<file path="config.mk">
export PLATFORM = sky130hd
export DESIGN_NAME = lattice_stream_boundary_map
export DESIGN_NICKNAME = d
export VERILOG_FILES = /design/src/hdl/lsbm_pkg.sv /design/src/hdl/lsbm_decode.sv /design/src/hdl/lsbm_move.sv /design/src/hdl/lsbm_index.sv /design/src/hdl/lattice_stream_boundary_map.sv
export SDC_FILE = /design/constraint.sdc
export NUM_CORES = 1
export LEC_CHECK = 0
export BUFFER_PORTS_ARGS = -buffer_cell sky130_fd_sc_hd__buf_2
export CELL_PAD_IN_SITES_DETAIL_PLACEMENT = 1
export CELL_PAD_IN_SITES_GLOBAL_PLACEMENT = 1
export CORE_ASPECT_RATIO = 0.5
export CORE_UTILIZATION = 43
export DETAILED_ROUTE_END_ITERATION = 8
export GPL_ROUTABILITY_DRIVEN = 0
export PLACE_DENSITY = 0.86
export SYNTH_ARGS = -nofsm -noshare
export SYNTH_HDL_FRONTEND = slang
export SYNTH_SLANG_ARGS = --single-unit
</file>
<file path="constraint.sdc">
create_clock -name clk -period 3.9 [get_ports clk]
set_input_delay 0.78 -clock clk [delete_from_list [all_inputs] [get_ports clk]]
set_output_delay 0.78 -clock clk [all_outputs]
set_load 0.02 [all_outputs]
</file>
<file path="src/hdl/lsbm_pkg.sv">
`timescale 1ns / 1ps

package lsbm_pkg;

	// default lattice size
	localparam int unsigned GRID_X_DEF = 16;
	localparam int unsigned GRID_Y_DEF = 16;
	localparam int unsigned GRID_Z_DEF = 16;

	localparam int unsigned COORD_W = 4;
	localparam int unsigned MCOORD_W = COORD_W + 1; // coordinate after a +1 move
	localparam int unsigned DIR_W = 5;
	localparam int unsigned IDX_W = 17;
	localparam int unsigned SAMPLE_W = 32;
	localparam int unsigned CLAMP_W = 31;
	localparam int unsigned GRID_W = 9;             // holds grid sizes up to 511

	localparam int unsigned IN_W = 56;   // 49 payload bits padded to bytes
	localparam int unsigned OUT_W = 72;  // 65 payload bits padded to bytes

	localparam logic [DIR_W-1:0] DIR_REST = 5'd0;
	localparam logic [DIR_W-1:0] DIR_LAST = 5'd18;

	// axis masks, bit 0 = x, bit 1 = y, bit 2 = z
	typedef struct packed {
		logic [2:0]       pos;
		logic [2:0]       neg;
		logic [DIR_W-1:0] only_a;
		logic [DIR_W-1:0] only_b;
		logic [DIR_W-1:0] neither;
	} dir_entry_t;

	// stage 1: saturated cell, decoded direction, per-axis move permission
	typedef struct packed {
		logic [2:0][COORD_W-1:0] coord;
		logic [DIR_W-1:0]        dir;
		dir_entry_t              ent;
		logic [2:0]              ok;
		logic [CLAMP_W-1:0]      clamped;
	} dec_t;

	// stage 2: moved cell and remapped direction
	typedef struct packed {
		logic [2:0][MCOORD_W-1:0] coord;
		logic [DIR_W-1:0]         odir;
		logic [CLAMP_W-1:0]       clamped;
	} mov_t;

	// stage 3: partial index terms
	typedef struct packed {
		logic [2:0][MCOORD_W-1:0] coord;
		logic [DIR_W-1:0]         odir;
		logic [IDX_W-1:0]         row;
		logic [IDX_W-1:0]         dterm;
		logic [CLAMP_W-1:0]       clamped;
	} part_t;

	// stage 4: finished result
	typedef struct packed {
		logic [COORD_W-1:0] dest_x;
		logic [COORD_W-1:0] dest_y;
		logic [COORD_W-1:0] dest_z;
		logic [DIR_W-1:0]   dest_direction;
		logic [IDX_W-1:0]   dest_index;
		logic [CLAMP_W-1:0] clamped_sample;
	} res_t;

	// D3Q19 velocity set with edge remaps; unknown codes act as rest
	function automatic dir_entry_t dir_lookup(input logic [DIR_W-1:0] d);
		dir_entry_t e;
		unique case (d)
			5'd1:    e = '{3'b001, 3'b000, 5'd0,  5'd0,  5'd2};
			5'd2:    e = '{3'b000, 3'b001, 5'd0,  5'd0,  5'd1};
			5'd3:    e = '{3'b010, 3'b000, 5'd0,  5'd0,  5'd4};
			5'd4:    e = '{3'b000, 3'b010, 5'd0,  5'd0,  5'd3};
			5'd5:    e = '{3'b100, 3'b000, 5'd0,  5'd0,  5'd6};
			5'd6:    e = '{3'b000, 3'b100, 5'd0,  5'd0,  5'd5};
			5'd7:    e = '{3'b011, 3'b000, 5'd9,  5'd10, 5'd8};
			5'd8:    e = '{3'b000, 3'b011, 5'd9,  5'd10, 5'd7};
			5'd9:    e = '{3'b010, 3'b001, 5'd8,  5'd7,  5'd10};
			5'd10:   e = '{3'b001, 3'b010, 5'd8,  5'd7,  5'd9};
			5'd11:   e = '{3'b101, 3'b000, 5'd16, 5'd15, 5'd12};
			5'd12:   e = '{3'b000, 3'b101, 5'd15, 5'd16, 5'd11};
			5'd13:   e = '{3'b110, 3'b000, 5'd18, 5'd17, 5'd14};
			5'd14:   e = '{3'b000, 3'b110, 5'd17, 5'd18, 5'd13};
			5'd15:   e = '{3'b100, 3'b001, 5'd12, 5'd11, 5'd16};
			5'd16:   e = '{3'b001, 3'b100, 5'd11, 5'd12, 5'd15};
			5'd17:   e = '{3'b100, 3'b010, 5'd14, 5'd13, 5'd18};
			5'd18:   e = '{3'b010, 3'b100, 5'd13, 5'd14, 5'd17};
			default: e = '{3'b000, 3'b000, 5'd0,  5'd0,  5'd0};
		endcase
		return e;
	endfunction

	function automatic logic [COORD_W-1:0] sat_coord(input logic [COORD_W-1:0] c,
			input logic [GRID_W-1:0] n);
		logic [GRID_W-1:0] nm1;
		nm1 = n - 1'b1;
		if ({{(GRID_W-COORD_W){1'b0}}, c} >= n) begin
			return nm1[COORD_W-1:0];
		end
		return c;
	endfunction

endpackage

</file>
<file path="src/hdl/lsbm_decode.sv">
`timescale 1ns / 1ps

module lsbm_decode import lsbm_pkg::*; #(
	parameter int unsigned GRID_X = GRID_X_DEF,
	parameter int unsigned GRID_Y = GRID_Y_DEF,
	parameter int unsigned GRID_Z = GRID_Z_DEF
) (
	input  logic            clk,
	input  logic            en,
	input  logic [IN_W-1:0] req_data,
	output dec_t            dec_s1
);

	localparam logic [2:0][GRID_W-1:0] GRID = {GRID_W'(GRID_Z), GRID_W'(GRID_Y),
		GRID_W'(GRID_X)};

	logic [2:0][COORD_W-1:0] raw;
	logic [DIR_W-1:0]        dir_in;
	logic [SAMPLE_W-1:0]     sample;
	dec_t                    nxt;

	assign raw[0] = req_data[3:0];
	assign raw[1] = req_data[7:4];
	assign raw[2] = req_data[11:8];
	assign dir_in = req_data[16:12];
	assign sample = req_data[48:17];

	always_comb begin
		nxt = '0;
		for (int k = 0; k < 3; k++) begin
			nxt.coord[k] = sat_coord(raw[k], GRID[k]);
		end
		nxt.dir = (dir_in > DIR_LAST) ? DIR_REST : dir_in;
		nxt.ent = dir_lookup(nxt.dir);
		for (int k = 0; k < 3; k++) begin
			// +1 needs room below the far wall, -1 needs room above zero
			nxt.ok[k] = 1'b1;
			if (nxt.ent.pos[k]) begin
				nxt.ok[k] = {{(GRID_W-COORD_W){1'b0}}, nxt.coord[k]} < (GRID[k] - 1'b1);
			end else if (nxt.ent.neg[k]) begin
				nxt.ok[k] = (nxt.coord[k] != '0);
			end
		end
		nxt.clamped = sample[SAMPLE_W-1] ? '0 : sample[CLAMP_W-1:0];
	end

	always_ff @(posedge clk) begin
		if (en) begin
			dec_s1 <= nxt;
		end
	end

endmodule

</file>
<file path="src/hdl/lsbm_move.sv">
`timescale 1ns / 1ps

module lsbm_move import lsbm_pkg::*; (
	input  logic clk,
	input  logic en,
	input  dec_t dec_s1,
	output mov_t mov_s2
);

	logic [2:0] mv;
	logic [2:0] first_ax;
	logic [2:0] second_ax;
	logic [2:0] apply;
	logic       ok_a;
	logic       ok_b;
	logic       diag;
	mov_t       nxt;

	assign mv = dec_s1.ent.pos | dec_s1.ent.neg;
	// axes of a diagonal taken in x, y, z order
	assign first_ax[0] = mv[0];
	assign first_ax[1] = mv[1] & ~mv[0];
	assign first_ax[2] = mv[2] & ~mv[1] & ~mv[0];
	assign second_ax = mv & ~first_ax;
	assign diag = |second_ax;
	assign ok_a = |(first_ax & dec_s1.ok);
	assign ok_b = |(second_ax & dec_s1.ok);

	always_comb begin
		nxt = '0;
		nxt.clamped = dec_s1.clamped;
		nxt.odir = dec_s1.dir;
		apply = '0;
		if (!diag) begin
			apply = mv & dec_s1.ok;
			if (mv != '0 && !ok_a) begin
				nxt.odir = dec_s1.ent.neither;
			end
		end else begin
			priority if (ok_a && ok_b) begin
				apply = mv;
			end else if (ok_a) begin
				apply = first_ax;
				nxt.odir = dec_s1.ent.only_a;
			end else if (ok_b) begin
				apply = second_ax;
				nxt.odir = dec_s1.ent.only_b;
			end else begin
				nxt.odir = dec_s1.ent.neither;
			end
		end
		for (int k = 0; k < 3; k++) begin
			nxt.coord[k] = {1'b0, dec_s1.coord[k]};
			if (apply[k] && dec_s1.ent.pos[k]) begin
				nxt.coord[k] = nxt.coord[k] + 1'b1;
			end else if (apply[k]) begin
				nxt.coord[k] = nxt.coord[k] - 1'b1;
			end
		end
	end

	always_ff @(posedge clk) begin
		if (en) begin
			mov_s2 <= nxt;
		end
	end

endmodule

</file>
<file path="src/hdl/lsbm_index.sv">
`timescale 1ns / 1ps

module lsbm_index import lsbm_pkg::*; #(
	parameter int unsigned GRID_X = GRID_X_DEF,
	parameter int unsigned GRID_Y = GRID_Y_DEF,
	parameter int unsigned GRID_Z = GRID_Z_DEF
) (
	input  logic clk,
	input  logic en3,
	input  logic en4,
	input  mov_t mov_s2,
	output res_t res_s4
);

	// everything is taken mod 2^IDX_W, so constants are cut to that width
	localparam logic [IDX_W-1:0] STRIDE_Y = IDX_W'(GRID_Y);
	localparam logic [IDX_W-1:0] STRIDE_X = IDX_W'(GRID_X);
	localparam logic [IDX_W-1:0] DIR_STRIDE =
		IDX_W'((64'(GRID_X) * 64'(GRID_Y) * 64'(GRID_Z)) % (64'd1 << IDX_W));

	part_t part_s3;
	part_t part_nxt;
	res_t  res_nxt;

	always_comb begin
		part_nxt = '0;
		part_nxt.coord = mov_s2.coord;
		part_nxt.odir = mov_s2.odir;
		part_nxt.clamped = mov_s2.clamped;
		part_nxt.row = IDX_W'(mov_s2.coord[1]) + IDX_W'(mov_s2.coord[2]) * STRIDE_Y;
		part_nxt.dterm = IDX_W'(mov_s2.odir) * DIR_STRIDE;
	end

	always_comb begin
		res_nxt = '0;
		res_nxt.dest_x = part_s3.coord[0][COORD_W-1:0];
		res_nxt.dest_y = part_s3.coord[1][COORD_W-1:0];
		res_nxt.dest_z = part_s3.coord[2][COORD_W-1:0];
		res_nxt.dest_direction = part_s3.odir;
		res_nxt.dest_index = IDX_W'(part_s3.coord[0]) + part_s3.row * STRIDE_X
			+ part_s3.dterm;
		res_nxt.clamped_sample = part_s3.clamped;
	end

	always_ff @(posedge clk) begin
		if (en3) begin
			part_s3 <= part_nxt;
		end
		if (en4) begin
			res_s4 <= res_nxt;
		end
	end

endmodule

</file>
<file path="src/hdl/lattice_stream_boundary_map.sv">
`timescale 1ns / 1ps

// D3Q19 streaming map with wall bounce-back, one distribution value per request.
//
// Slave channel (s_axis_*): one request carries a source cell, a direction and
// a signed Q16.16 sample. Master channel (m_axis_*): one response per request,
// in order: destination cell, destination direction, linear destination index
// and the sample clamped at zero.
//
// Pipeline: an accepted request passes through four register stages (decode,
// move, partial index products, final index sum / output register) on its way
// to m_axis_tvalid. Throughput: one request per clock while m_axis_tready is
// high; each of the four stages holds one request.
// Stall: the per-stage ready chain lets bubbles collapse; when m_axis_tready is
// low a full pipe holds every request in place and s_axis_tready drops only
// once all four stages are occupied.
// Reset: arst_n clears the stage valid bits, so the pipe comes up empty and
// ready. The stage data registers have no reset; there is nothing to configure.
// Coordinates beyond the grid saturate to the last cell; direction codes above
// 18 are treated as the rest direction.

module lattice_stream_boundary_map import lsbm_pkg::*; #(
	parameter int unsigned GRID_X = GRID_X_DEF,
	parameter int unsigned GRID_Y = GRID_Y_DEF,
	parameter int unsigned GRID_Z = GRID_Z_DEF
) (
	input  logic             clk,
	input  logic             arst_n,
	input  logic             s_axis_tvalid,
	output logic             s_axis_tready,
	// cell_x[3:0], cell_y[7:4], cell_z[11:8], direction[16:12], sample[48:17]
	input  logic [IN_W-1:0]  s_axis_tdata,
	output logic             m_axis_tvalid,
	input  logic             m_axis_tready,
	// dest_x[3:0], dest_y[7:4], dest_z[11:8], dest_direction[16:12],
	// dest_index[33:17], clamped_sample[64:34]
	output logic [OUT_W-1:0] m_axis_tdata
);

	logic valid_s1, valid_s2, valid_s3, valid_s4;
	logic rdy1, rdy2, rdy3, rdy4;
	dec_t dec_s1;
	mov_t mov_s2;
	res_t res_s4;

	// a stage loads when it is empty or its contents move on this cycle
	assign rdy4 = !valid_s4 || m_axis_tready;
	assign rdy3 = !valid_s3 || rdy4;
	assign rdy2 = !valid_s2 || rdy3;
	assign rdy1 = !valid_s1 || rdy2;
	assign s_axis_tready = rdy1;

	always_ff @(posedge clk or negedge arst_n) begin
		if (!arst_n) begin
			valid_s1 <= 1'b0;
			valid_s2 <= 1'b0;
			valid_s3 <= 1'b0;
			valid_s4 <= 1'b0;
		end else begin
			if (rdy1) valid_s1 <= s_axis_tvalid;
			if (rdy2) valid_s2 <= valid_s1;
			if (rdy3) valid_s3 <= valid_s2;
			if (rdy4) valid_s4 <= valid_s3;
		end
	end

	lsbm_decode #(
		.GRID_X(GRID_X),
		.GRID_Y(GRID_Y),
		.GRID_Z(GRID_Z)
	) u_decode (
		.clk     (clk),
		.en      (rdy1),
		.req_data(s_axis_tdata),
		.dec_s1  (dec_s1)
	);

	lsbm_move u_move (
		.clk   (clk),
		.en    (rdy2),
		.dec_s1(dec_s1),
		.mov_s2(mov_s2)
	);

	lsbm_index #(
		.GRID_X(GRID_X),
		.GRID_Y(GRID_Y),
		.GRID_Z(GRID_Z)
	) u_index (
		.clk   (clk),
		.en3   (rdy3),
		.en4   (rdy4),
		.mov_s2(mov_s2),
		.res_s4(res_s4)
	);

	assign m_axis_tvalid = valid_s4;
	assign m_axis_tdata = {7'd0, res_s4.clamped_sample, res_s4.dest_index,
		res_s4.dest_direction, res_s4.dest_z, res_s4.dest_y, res_s4.dest_x};

	// backpressure reaches the input only with every stage full
	a_full_stall: assert property (@(posedge clk) disable iff (!arst_n)
		!s_axis_tready |-> (valid_s1 && valid_s2 && valid_s3 && valid_s4))
		else $error("input stalled with a bubble in the pipe");

	// a stalled request in stage 3 stays there
	a_s3_hold: assert property (@(posedge clk) disable iff (!arst_n)
		(valid_s3 && !rdy3) |=> valid_s3)
		else $error("stage 3 request lost under stall");

	a_dir_range: assert property (@(posedge clk) disable iff (!arst_n)
		m_axis_tvalid |-> (res_s4.dest_direction <= DIR_LAST))
		else $error("destination direction out of range");

	// for grids that fit the 4-bit fields the destination is always inside
	a_dest_in_grid: assert property (@(posedge clk) disable iff (!arst_n)
		m_axis_tvalid |-> ((GRID_X > 16) || (32'(res_s4.dest_x) < GRID_X))
			&& ((GRID_Y > 16) || (32'(res_s4.dest_y) < GRID_Y))
			&& ((GRID_Z > 16) || (32'(res_s4.dest_z) < GRID_Z)))
		else $error("destination cell outside grid");

endmodule

</file>
* Word-level counts from Yosys, hierarchy flattened *
Memories as Yosys holds them, arrays and structs flattened.
Cells that the tools add are included.

cells by class
  add/sub/neg operators = 9
  magnitude comparators = 4
  multiplexer cells = 22
  bitwise operators = 11
  reduce and logical (&&, ||, !) cells = 21

operators by type and width
  operator                                               count
  two-way mux 5 bit                                      12
  adder 17 bit                                           1
  adder 4 x 1 -> 5 bit (second input constant)           3
  adder 5 x 14 -> 15 bit                                 1
  subtractor 4 x 1 -> 5 bit (second input constant)      3
  bitwise AND 3 bit                                      4
  < comparator 4 bit (second input constant)             3
  two-way mux 3 bit                                      4
  nonzero test 4 bit                                     3
  adder 5 x 9 -> 10 bit                                  1
  OR reduction 3 bit                                     3
  two-way mux 1 bit                                      6
  greater-than comparator 5 bit (second input constant)  1
  logical AND 1 bit                                      5
  logical NOT 1 bit                                      5
  logical OR 1 bit                                       4
  bitwise AND 1 bit                                      3
  NOT 3 bit                                              1
  bitwise OR 3 bit                                       1
  nonzero test 3 bit                                     1
  NOT 1 bit                                              2

word-level totals
  register bits after elaboration = 251
  bits in read-only memories = 672
  bits of input ports = 60
  output and inout port bits = 74
  word-level logic and storage cells = 100
  memories kept = 1

memory list
  name              words  bits a word  read ports  clocked after Yosys merged registers in  wr ports  RTL line        source
  (name not given)  32     21           1           0                                        0         lsbm_pkg.sv:71  unique case (d)

* Depth between registers and ports, before layout *
Gate-level depths: netlist of run 1.

  word-level depth = 14
  mapped depth = 11
  mapped depth without buffers = 10

* Modules after synthesis *
A second synthesis of run 1 with hierarchy kept.

unflattened totals
  cell total of the unflattened synthesis = 566
  area total of the unflattened synthesis = 9569.2 µm²

by module, submodules not included
  module                       instances  cells an instance  area each (µm²)  sequential area each (µm²)
  lsbm_index                   1          162                3854.9           3483.3
  lsbm_decode                  1          220                3096.7           2162.1
  lsbm_move                    1          163                2392.3           1531.5
  lattice_stream_boundary_map  1          21                 225.2            100.1

* Least setup slack after synthesis of run 1 *
OpenSTA, ideal clock, no wires.

  kind = input to register
  start = input m_axis_tready
  end = register, netlist name u_decode.dec_s1[0]
  library setup time = 1.149 ns
  arrival = 3.202 ns
  required time = 2.751 ns
  slack = -0.452 ns
  stages on the path = 2
  path buffers = 0
  cell sequence = nor2b_1 -> nand4_1

between the ends
  word-level cells in the longest chain between the ends = 4

ends and longest elaborated chain
  element            RTL line                           source
  start, declared    lattice_stream_boundary_map.sv:34  input logic m_axis_tready,
  logical OR 1 bit   lattice_stream_boundary_map.sv:47  assign rdy4 = !valid_s4 || m_axis_tready;
  logical OR 1 bit   lattice_stream_boundary_map.sv:48  assign rdy3 = !valid_s3 || rdy4;
  logical OR 1 bit   lattice_stream_boundary_map.sv:49  assign rdy2 = !valid_s2 || rdy3;
  logical OR 1 bit   lattice_stream_boundary_map.sv:50  assign rdy1 = !valid_s1 || rdy2;
  via s_axis_tready  lattice_stream_boundary_map.sv:30  output logic s_axis_tready,

The timed path passes the listed nets, and every way through them passes these cells.
A chain may end at the register's enable or synchronous reset.

==> metrics.md, run 1 <==
| Metric | Value |
|---|---|
| Async set or reset register ratio after synthesis | `1.65%` |
| Post-CTS Hold Buffers | `0` |
| Critical path capture point type | `register` |
| Max-slew violations | `0` |
| Initial antenna violation count | `1` |
| Main synth FF type | `edfxtp_1` |
| GRT Residual Overflow | `0` |
| Area growth, synth to finish | `16.7%` |
| Setup violators final | `0` |
| GRT Util Overall | `16.4%` |
| Cell area after synthesis | `9560 um2` |
| # placed instances | `973` |
| Setup Crit Path Kind | `input pin to register` |
| Share of cells above drive strength 1 | `24.6%` |
| Routed Antenna Nets | `0` |
| Core box area | `21700 um2` |
| Reg-to-reg critical path endpoint | `u_index.res_s4[47]` |
| Nets | `779` |
| Sequential fraction of the synthesis area | `76.2%` |
| Final instance area | `11100 um2` |
| Setup slack after placement | `0.507 ns` |
| Most frequent cells in the layout | `edfxtp_1, buf_2, nor2b_1, nand2_1, nor2_1` |
| Final min period | `2.94 ns` |
| Clk sinks | `243` |
| Post-CTS Setup Repair Bufs | `0` |
| Vias/cell | `4.97` |
| Synth warn | `0` |
| Wire per inst | `18.3 um` |
| CTS Buf Count | `23` |
| P_leak | `4.30 nW` |
| Fin crit share | `75.4%` |
| DRT Pass-1 Iters | `4` |
| Total wire length | `18500 um` |
| Via Count | `5039` |
| Fmax | `340 MHz` |
| Reg-to-reg startpoint | `u_index.part_s3[48]` |
| Multi-input gate area | `2080 um2` |
| RSZ-0062 raised after global routing | `false` |
| Clock-pin slew on the worst setup and hold paths | `0.06 ns` |
| Critical path required time | `4.14 ns` |
| Ant. Diodes | `0` |
| PortBufs | `119` |
| R2R depth | `10` |
| H-tree Lvls | `1` |
| Num rows | `38` |
| Layout Cells excl Fill | `1014` |
| Setup TNS | `0 ns` |
| Power density over the cells | `600 nW/um2` |
| PnR worst setup slack | `0.960 ns` |
| Reg-to-reg setup timing slack | `1.18 ns` |
| Pin count of the biggest net entering global routing | `74` |
| Min-delay worst type | `input pin to async pin` |
| DRC viols | `0` |
| Global-route wire length before repair | `28600 um` |
| Count of final hold-check violations | `0` |
| Dpl hpwl | `13100 um` |
| Slew @ Worst Pin | `0.914 ns` |
| Yosys reg bits | `243` |
| Die Area | `22900 um2` |
| Die Width | `213 um` |
| Critical path fanouts, max | `25` |
| I/O Pins | `134` |
| Root Driver | `clkbuf_16` |
| Largest buffer count on any clock path | `3` |
| Starting Density | `44.0%` |
| Reg area | `7280 um2` |
| Peak VDD IR | `278 uV` |
| Post-CTS sizing | `0` |
| Vias in the first global route | `5339` |
| Fin Clk Skew | `0.00978 ns` |
| Die H | `107 um` |
| DP Area | `10400 um2` |
| Slew headroom | `39.0%` |
| Crit path launch type | `input pin` |
| Initial drt markers | `334` |
| Post-synth EDFFs | `239` |
| Maxcap violations | `0` |
| Syn_area_per_cell | `16.8 um2` |
| Outcome | `finished clean` |
| Worst path arrival time | `3.18 ns` |
| Filler cells | `2100` |
| Cells after Synth | `570` |
| TritonCTS clock tree | `done` |
| Most common cell after layout, fill and taps aside | `edfxtp_1` |
| Distinct cell type count after synthesis | `56` |
| Clk_lat worst skew | `0.50 ns` |
==> worst max-delay path: stages <==
cell,delay (ns)
buf_2,0.23
or3_1,0.48
a21boi_1,0.45
ha_1,0.33
nand2b_1,0.14
nand2_1,0.08
a22oi_1,0.06
o21ai_1,0.25
mux2_2,0.38
==> where the power goes <==
part           leakage, nW  switching [W]  internal, W
clock network        0.360       0.000883      0.00125
logic                 1.38       0.000584     0.000306
registers             2.56       0.000203      0.00346
==> worst max path at each step <==
stage | start | endpoint | slack [ns] | cells after the start
after CTS | s_axis_tdata[15] | u_decode.dec_s1[33] | 1.02 | 9
after global routing | s_axis_tdata[15] | u_decode.dec_s1[33] | 0.83 | 9
after detailed placement | s_axis_tdata[15] | u_decode.dec_s1[33] | 0.51 | 9
final | s_axis_tdata[15] | u_decode.dec_s1[33] | 0.96 | 9
after global placement | s_axis_tdata[15] | u_decode.dec_s1[33] | 0.64 | 9
after floorplan | m_axis_tready | u_decode.dec_s1[0] | -0.32 | 2
==> metrics by stage <==
step | utilization [%] | total power, W | hold WS (ns)
floorplan | - | 0.00427 | 0.400
CTS | 51.3 | 0.00676 | 0.0758
global route | 51.3 | 0.00694 | 0.0726
finish | 51.3 | 0.00668 | 0.0847
detailed placement | 48.0 | 0.00461 | 0.406
global placement | 48.0 | 0.00450 | 0.400
==> flip-flops by register name, indices dropped and copies added, names as in the netlist <==
register         cells
u_index.res_s4      61
u_move.mov_s2       51
valid_s2             1
u_index.part_s3     55
valid_s1             1
m_axis_tvalid        1
valid_s3             1
u_decode.dec_s1     72
==> cell type report <==
cell class	count	area share, %
clock buffer	35	6.02
clock inverter	6	0.516
inverter	17	0.572
multi-input combinational	290	18.6
sequential	243	65.3
tap	300	3.37
timing repair buffer	123	5.61
==> kinds of logic (layout without fill, tap and decap cells) <==
| kind of cell | Yosys count | after routing | share of synthesized area [%] |
|---|---|---|---|
| AOI/OAI and AO/OA | 68 | 68 | 4.91 |
| muxes | 23 | 23 | 2.44 |
| xor gates and xnor gates | 26 | 26 | 2.38 |
| adders and majority gates | 22 | 22 | 2.95 |
| buffers and inverters | 43 | 181 | 2.49 |
| and+or+nand+nor | 144 | 144 | 8.64 |
| DFF | 243 | 243 | 76.2 |
| other | 1 | 7 | 0.0392 |
==> metal layers <==
layer | up-vias | global-route usage [%] | share of wire (%)
li1 | 2387 | - | -
met2 | 100 | 31.4 | 55
met3 | 40 | 2.65 | 3.3
met4 | 0 | 6.01 | 3.3
met1 | 2512 | 18.4 | 38
met5 | - | 0 | 0
==> cells in the mapped netlist, types with 10 or more instances <==
cell type / count / area share, %
ha_1: 20 / 2.6
mux2i_1: 21 / 2.2
inv_1: 17 / 0.67
nor2_1: 24 / 0.94
nand4_1: 10 / 0.65
o21ai_0: 15 / 0.79
xnor2_1: 17 / 1.6
nand2b_1: 10 / 0.65
nor2b_1: 36 / 2.4
edfxtp_1: 239 / 75
buf_4: 13 / 1.0
nand2_1: 26 / 1.0
a21oi_1: 17 / 0.89
(Power assumes the default switching activity.)
==> run 2, diff against run 1 <==
Clock period 3.9 ns to 2.5 ns, I/O delays scaled along.
==> metrics.md, run 2 (same netlist as run 1, synthesis figures left out) <==
| Metric | Value |
|---|---|
| Slew @ Worst Pin | `0.735 ns (-0.179 ns)` |
| Buffers & Inverters on Critical Path | `1 (unchanged)` |
| Final instance area | `11400 um2 (+2.0%)` |
| Via Count | `5126 (+1.7%)` |
| GRT Residual Overflow | `0 (unchanged)` |
| DP Area | `10700 um2 (+2.4%)` |
| Vias/cell | `4.90 (-1.4%)` |
| Die H | `107 um (unchanged)` |
| Sequential Power Share | `55.4% (+0.6 points)` |
| Area growth, synth to finish | `19.0%` |
| Setup violators final | `0 (unchanged)` |
| Power, Total | `0.0103 W (+54%)` |
| Outcome | `finished clean` |
| Count of final hold-check violations | `0 (unchanged)` |
| Nets | `814 (+4.5%)` |
| Largest delay share family, worst path | `adder cells` |
| Max reg flops | `72 (unchanged)` |
| Cell-by-cell trace of the critical path | `ha_2 -> ha_2 -> nand4_1 -> xnor2_2 -> ha_2 -> inv_1 -> fa_2 -> nor2b_2 -> o21ai_1 -> xnor2_1` |
| Most frequent cells in the layout | `edfxtp_1, buf_2, buf_4, nor2b_1, nand2_1` |
| Combinational share of power | `14.6% (+1.3 points)` |
| Top flop regs | `u_decode.dec_s1 x72, u_index.res_s4 x61, u_index.part_s3 x55` |
| Root Driver | `clkbuf_16` |
| Fmax | `429 MHz` |
| Fin Clk Skew | `0.0140 ns (+0.00418 ns)` |
| Peak VDD IR | `558 uV (+100%)` |
| Slowest-stage cell, CP | `fa_2` |
| Reg area | `7280 um2 (about the same)` |
| DRT Pass-1 Iters | `4 (unchanged)` |
| Num rows | `38 (unchanged)` |
| Starting Density | `44.0% (unchanged)` |
| Max-slew violations | `0 (unchanged)` |
| Slew headroom | `50.8% (+12 points)` |
| P_leak | `4.44 nW (+3.3%)` |
| Most common cell after layout, fill and taps aside | `edfxtp_1` |
| Power density over the cells | `905 nW/um2 (+51%)` |
| # placed instances | `1005 (+3.3%)` |
| Dpl hpwl | `14200 um (+8.3%)` |
| Fin crit share | `93.1%` |
| H-tree Lvls | `1 (unchanged)` |
| Min-delay worst type | `input pin to register` |
| TritonCTS clock tree | `done` |
| Wire per inst | `18.7 um (+2.4%)` |
| Clk_lat worst skew | `0.51 ns (about the same)` |
| Maxcap violations | `0 (unchanged)` |
| Critical path required time | `2.75 ns (-1.39 ns)` |
| PortBufs | `119 (unchanged)` |
| Net Sw Power | `0.00268 W (+60%)` |
| Initial drt markers | `336 (+0.60%)` |
| CTS Buf Count | `23 (unchanged)` |
| Clk sinks | `243 (unchanged)` |
| Setup Crit Path Kind | `register to register` |
| Die Area | `22900 um2 (unchanged)` |
| Max stage delay on crit path | `0.37 ns (-0.11 ns)` |
| Die Width | `213 um (unchanged)` |
| Crit path launch type | `register` |
| I/O Pins | `134 (unchanged)` |
| GRT Util Overall | `17.0% (+0.59 points)` |
| Final min period | `2.33 ns` |
| Filler cells | `2100 (unchanged)` |
| Finished Core Util | `52.3% (+1.0 points)` |
| Routed Antenna Nets | `0 (unchanged)` |
| Ant. Diodes | `0 (unchanged)` |
| Clock-pin slew on the worst setup and hold paths | `0.07 ns (about the same)` |
| Core box area | `21700 um2 (unchanged)` |
| Biggest register | `u_decode.dec_s1` |
| RSZ-0062 raised after global routing | `false` |
| Largest buffer count on any clock path | `3 (unchanged)` |
| Worst path arrival time | `2.57 ns (-0.61 ns)` |
| Internal | `0.00762 W (+52%)` |
| DRC viols | `0 (unchanged)` |
| Total wire length | `19600 um (+5.7%)` |
| Layout Cells excl Fill | `1046 (+3.2%)` |
| Clock power share | `30.0% (-1.9 points)` |
| Initial antenna violation count | `0 (-1)` |
| Multi-input gate area | `2100 um2 (+1.1%)` |
| Critical path capture point type | `register` |
| Share of cells above drive strength 1 | `29.0% (+4.3 points)` |
| Global-route wire length before repair | `29500 um (+3.1%)` |
| Vias in the first global route | `5585 (+4.6%)` |
| Pin count of the biggest net entering global routing | `48 (-35%)` |
| Critical path fanouts, max | `2 (-92%)` |
| CP dominant cell by count | `ha_2` |
| Sw frac | `26.0% (+1.0 points)` |
run 2: cell types whose count changed in the layout (fill, tap and decap cells not counted), sizes merged:
cell and delta:
dlygate4sd3 +1, clkinvlp +1, clkbuf -9, bufinv -1
buf +34, inv +1, clkinv +5
run 2: area by class of cell:
type                       count  area share [%]
sequential                   243            64.0
clock buffer                  26            5.16
inverter                      17           0.561
multi-input combinational    290            18.5
tap                          300            3.30
timing repair buffer         158            7.94
clock inverter                12           0.572
run 2: stage by stage:
stage	hold slack [ns]	TNS, ns	setup slack [ns]
after global placement	0.307	-0.0948	-0.0400
after floorplan	0.204	-108.17	-1.44
final	0.189	0	0.171
after CTS	0.166	0	0.00915
after detailed placement	0.315	-0.358	-0.110
after global routing	0.182	0	0.00374
run 2: worst paths after layout:
path,from,end,slack (ns),cells after the start
worst min register to register,u_decode.dec_s1[2],u_move.mov_s2[2],0.42,0
min in group asynchronous,arst_n,valid_s3,0.33,2
max in group asynchronous,arst_n,m_axis_tvalid,2.03,2
worst min-delay path,s_axis_tvalid,valid_s1,0.19,2
worst max register to register,u_index.part_s3[48],u_index.res_s4[47],0.17,10
worst max-delay path,u_index.part_s3[48],u_index.res_s4[47],0.17,10
run 2: layer usage:
metal	global-route usage, %	part of all wire, %	vias up
li1	-	-	2455
met1	17.6	37	2529
met2	33.8	56	93
met3	2.65	2.7	49
met4	7.40	4.0	0
met5	0	0	-
run 2: worst register-to-register path, stage by stage, from the launching register on:
cell and delay (ns):
edfxtp_1 0.36, ha_2 0.20, ha_2 0.19, nand4_1 0.14, xnor2_2 0.22, ha_2 0.20, inv_1 0.05, fa_2 0.37
nor2b_2 0.12, o21ai_1 0.08, xnor2_1 0.15
run 2: power by group through the flow:
stage	clock network, W	logic [W]	registers, W
6_report	0.00309	0.00150	0.00570
5_1_grt	0.00328	0.00161	0.00577
4_1_cts	0.00317	0.00150	0.00572
3_5_place_dp	0	0.00147	0.00579
3_3_place_gp	0	0.00138	0.00571
2_1_floorplan	0	0.000721	0.00593
run 2: what timing repair did:
action / CTS / global route
resized for setup: 1 / 8
hold endpoints to repair: 4 / 0
hold buffers: 1 / 0
buffers inserted: 1 / 1
pin swaps: 1 / 4
endpoints found under the setup margin: 1 / 2
==> run 3, diff against run 2 <==
Settings changed: BUFFER_PORTS_ARGS -buffer_cell sky130_fd_sc_hd__buf_2 to default, CAP_MARGIN from default to 20, CORE_MARGIN from default to 1, CORE_UTILIZATION 43 to 48, DONT_BUFFER_PORTS from default to 1.
==> metrics.md, run 3 (same netlist as run 1, synthesis figures left out) <==
| Metric | Value |
|---|---|
| Peak VDD IR | `395 uV (-29%)` |
| Net Sw Power | `0.00254 W (-5.3%)` |
| CTS Buf Count | `22 (-4.3%)` |
| Critical path required time | `2.75 ns (about the same)` |
| Die Area | `20500 um2 (-10%)` |
| Max reg flops | `72 (unchanged)` |
| H-tree Lvls | `1 (unchanged)` |
| Most common cell after layout, fill and taps aside | `edfxtp_1` |
| P_leak | `3.93 nW (-12%)` |
| Setup TNS | `0 ns (unchanged)` |
| Largest buffer count on any clock path | `3 (unchanged)` |
| R2R depth | `10 (unchanged)` |
| GRT Util Overall | `16.6% (-0.40 points)` |
| Starting Density | `49.1% (+5.1 points)` |
| Clk sinks | `243 (unchanged)` |
| Slew @ Worst Pin | `0.731 ns (-0.00407 ns)` |
| Root Driver | `clkbuf_16` |
| Buffers & Inverters on Critical Path | `1 (unchanged)` |
| Dpl hpwl | `12200 um (-14%)` |
| Ant. Diodes | `0 (unchanged)` |
| Internal | `0.00760 W (-0.20%)` |
| Routed Antenna Nets | `0 (unchanged)` |
| # placed instances | `841 (-16%)` |
| Fmax | `421 MHz (-1.9%)` |
| Wire per inst | `19.3 um (+3.3%)` |
| Vias in the first global route | `4940 (-12%)` |
| Initial drt markers | `203 (-40%)` |
| TritonCTS clock tree | `done` |
| Hold path cells | `0 (-2)` |
| Critical path capture point type | `register` |
| Slew headroom | `51.1% (+0.27 points)` |
| Slowest-stage cell, CP | `edfxtp_1` |
| Die Width | `202 um (-5.3%)` |
| Critical path fanouts, max | `2 (unchanged)` |
| Via Count | `4668 (-8.9%)` |
| Largest delay share family, worst path | `adder cells` |
| Reg-to-reg setup timing slack | `0.13 ns (-0.04 ns)` |
| Max stage delay on crit path | `0.41 ns (+0.04 ns)` |
| Layout Cells excl Fill | `883 (-16%)` |
| Pin count of the biggest net entering global routing | `50 (+4.2%)` |
| DRT Pass-1 Iters | `5 (+1)` |
| Clock-pin slew on the worst setup and hold paths | `0.06 ns (about the same)` |
| Core box area | `19500 um2 (-10%)` |
| Final min period | `2.37 ns (+0.0449 ns)` |
| Worst path arrival time | `2.62 ns (+0.05 ns)` |
| Cell-by-cell trace of the critical path | `ha_1 -> ha_1 -> nand4_1 -> xnor2_2 -> ha_2 -> inv_1 -> fa_2 -> nor2b_1 -> o21ai_0 -> xnor2_1` |
| Sw frac | `25.0% (-1.0 points)` |
| CP dominant cell by count | `ha_1` |
| Die H | `102 um (-5.3%)` |
| Setup violators final | `0 (unchanged)` |
| Hold path start | `s_axis_tdata[2]` |
| Initial antenna violation count | `0 (unchanged)` |
| Outcome | `finished clean` |
| Nets | `682 (-16%)` |
| Share of cells above drive strength 1 | `13.3% (-16 points)` |
| Fin crit share | `94.9% (+1.8 points)` |
| Power density over the cells | `948 nW/um2 (+4.7%)` |
| I/O Pins | `134 (unchanged)` |
| Fin Clk Skew | `0.00766 ns (-0.00630 ns)` |
| Reg-to-reg critical path endpoint | `u_index.res_s4[47]` |
| GRT Residual Overflow | `0 (unchanged)` |
| Clock power share | `31.9% (+1.9 points)` |
| PortBufs | `0 (-100%)` |
| Hold Crit Endpoint | `u_decode.dec_s1[62]` |
| Vias/cell | `5.29 (+7.9%)` |
| Setup Crit Path Kind | `register to register` |
| Biggest register | `u_decode.dec_s1` |
| Num rows | `36 (-5.3%)` |
| Clk_lat worst skew | `0.51 ns (about the same)` |
| Max-slew violations | `0 (unchanged)` |
| Total wire length | `17100 um (-13%)` |
| Area growth, synth to finish | `12.0%` |
| Reg-to-reg startpoint | `u_index.part_s3[48]` |
| Most frequent cells in the layout | `edfxtp_1, nor2b_1, nand2_1, nor2_1, buf_4` |
| Sequential Power Share | `59.3% (+3.9 points)` |
| Count of final hold-check violations | `0 (unchanged)` |
| Maxcap violations | `0 (unchanged)` |
| Combinational share of power | `8.9% (-5.7 points)` |
| Global-route wire length before repair | `26300 um (-11%)` |
| Crit path launch type | `register` |
| Top flop regs | `u_decode.dec_s1 x72, u_index.res_s4 x61, u_index.part_s3 x55` |
| Min-delay worst type | `input pin to register` |
| DRC viols | `0 (unchanged)` |
==> run 3: cell types whose count changed in the layout (fill, tap and decap cells not counted), sizes merged <==
cell and change:
buf -131, bufinv +2, clkinvlp +2, clkbuf -3
clkinv +3, inv -2
==> run 3: routing by layer <==
metal | track usage, % | routed length [um]
met1 | 18.5 | 6730
met2 | 32.3 | 9260
met3 | 3.15 | 628
met4 | 5.48 | 445
met5 | 0 | 0
==> run 3: power by group through the flow <==
stage          combinational, W  sequential [W]  clock (W)
5_1_grt                0.000994         0.00608    0.00344
3_5_place_dp           0.000896         0.00611          0
2_1_floorplan          0.000721         0.00593          0
3_3_place_gp           0.000831         0.00603          0
4_1_cts                0.000902         0.00603    0.00331
6_report               0.000900         0.00601    0.00323
==> run 3: per-stage QoR <==
stage	setup slack, ns	instance area, um2	utilization (%)	total power [W]	hold slack [ns]
floorplan	-1.44	9590	-	0.00665	0.204
global placement	0.00715	9970	51.2	0.00687	0.205
detailed placement	-0.0514	9970	51.2	0.00701	0.205
CTS	0.0286	10700	54.9	0.0102	0.0740
global route	-0.00113	10700	55.0	0.0105	0.0716
finish	0.126	10700	55.0	0.0101	0.0901
==> run 3: layout make-up <==
cell class / count / area (um2)
timing repair buffer: 27 / 230
fill: 1808 / 8760
clock buffer: 23 / 554
sequential: 243 / 7280
clock inverter: 17 / 149
inverter: 17 / 63.8
multi-input combinational: 290 / 2090
tap: 266 / 333
==> run 3: worst max-delay path by stage <==
stage                             start                   to  slack (ns)  cells after the start
floorplan                 m_axis_tready   u_decode.dec_s1[0]       -1.44                      2
global placement       s_axis_tdata[15]  u_decode.dec_s1[50]       0.007                      9
detailed placement     s_axis_tdata[15]  u_decode.dec_s1[50]       -0.05                      9
CTS                 u_index.part_s3[48]   u_index.res_s4[47]        0.03                     10
global route        u_index.part_s3[48]   u_index.res_s4[47]      -0.001                     10
finish              u_index.part_s3[48]   u_index.res_s4[47]        0.13                     10
==> run 3: worst reg2reg max path, cell delays in order, from the launching register on <==
cell	delay, ns
edfxtp_1	0.41
ha_1	0.24
ha_1	0.20
nand4_1	0.12
xnor2_2	0.13
ha_2	0.20
inv_1	0.05
fa_2	0.36
nor2b_1	0.13
o21ai_0	0.12
xnor2_1	0.16
==> run 3: repair_timing <==
action | in CTS | in global routing
resized for setup | 0 | 3
hold buffers | 1 | 0
endpoints found under the hold margin | 4 | 0
setup endpoints to repair | 0 | 1
buffers inserted | 0 | 1
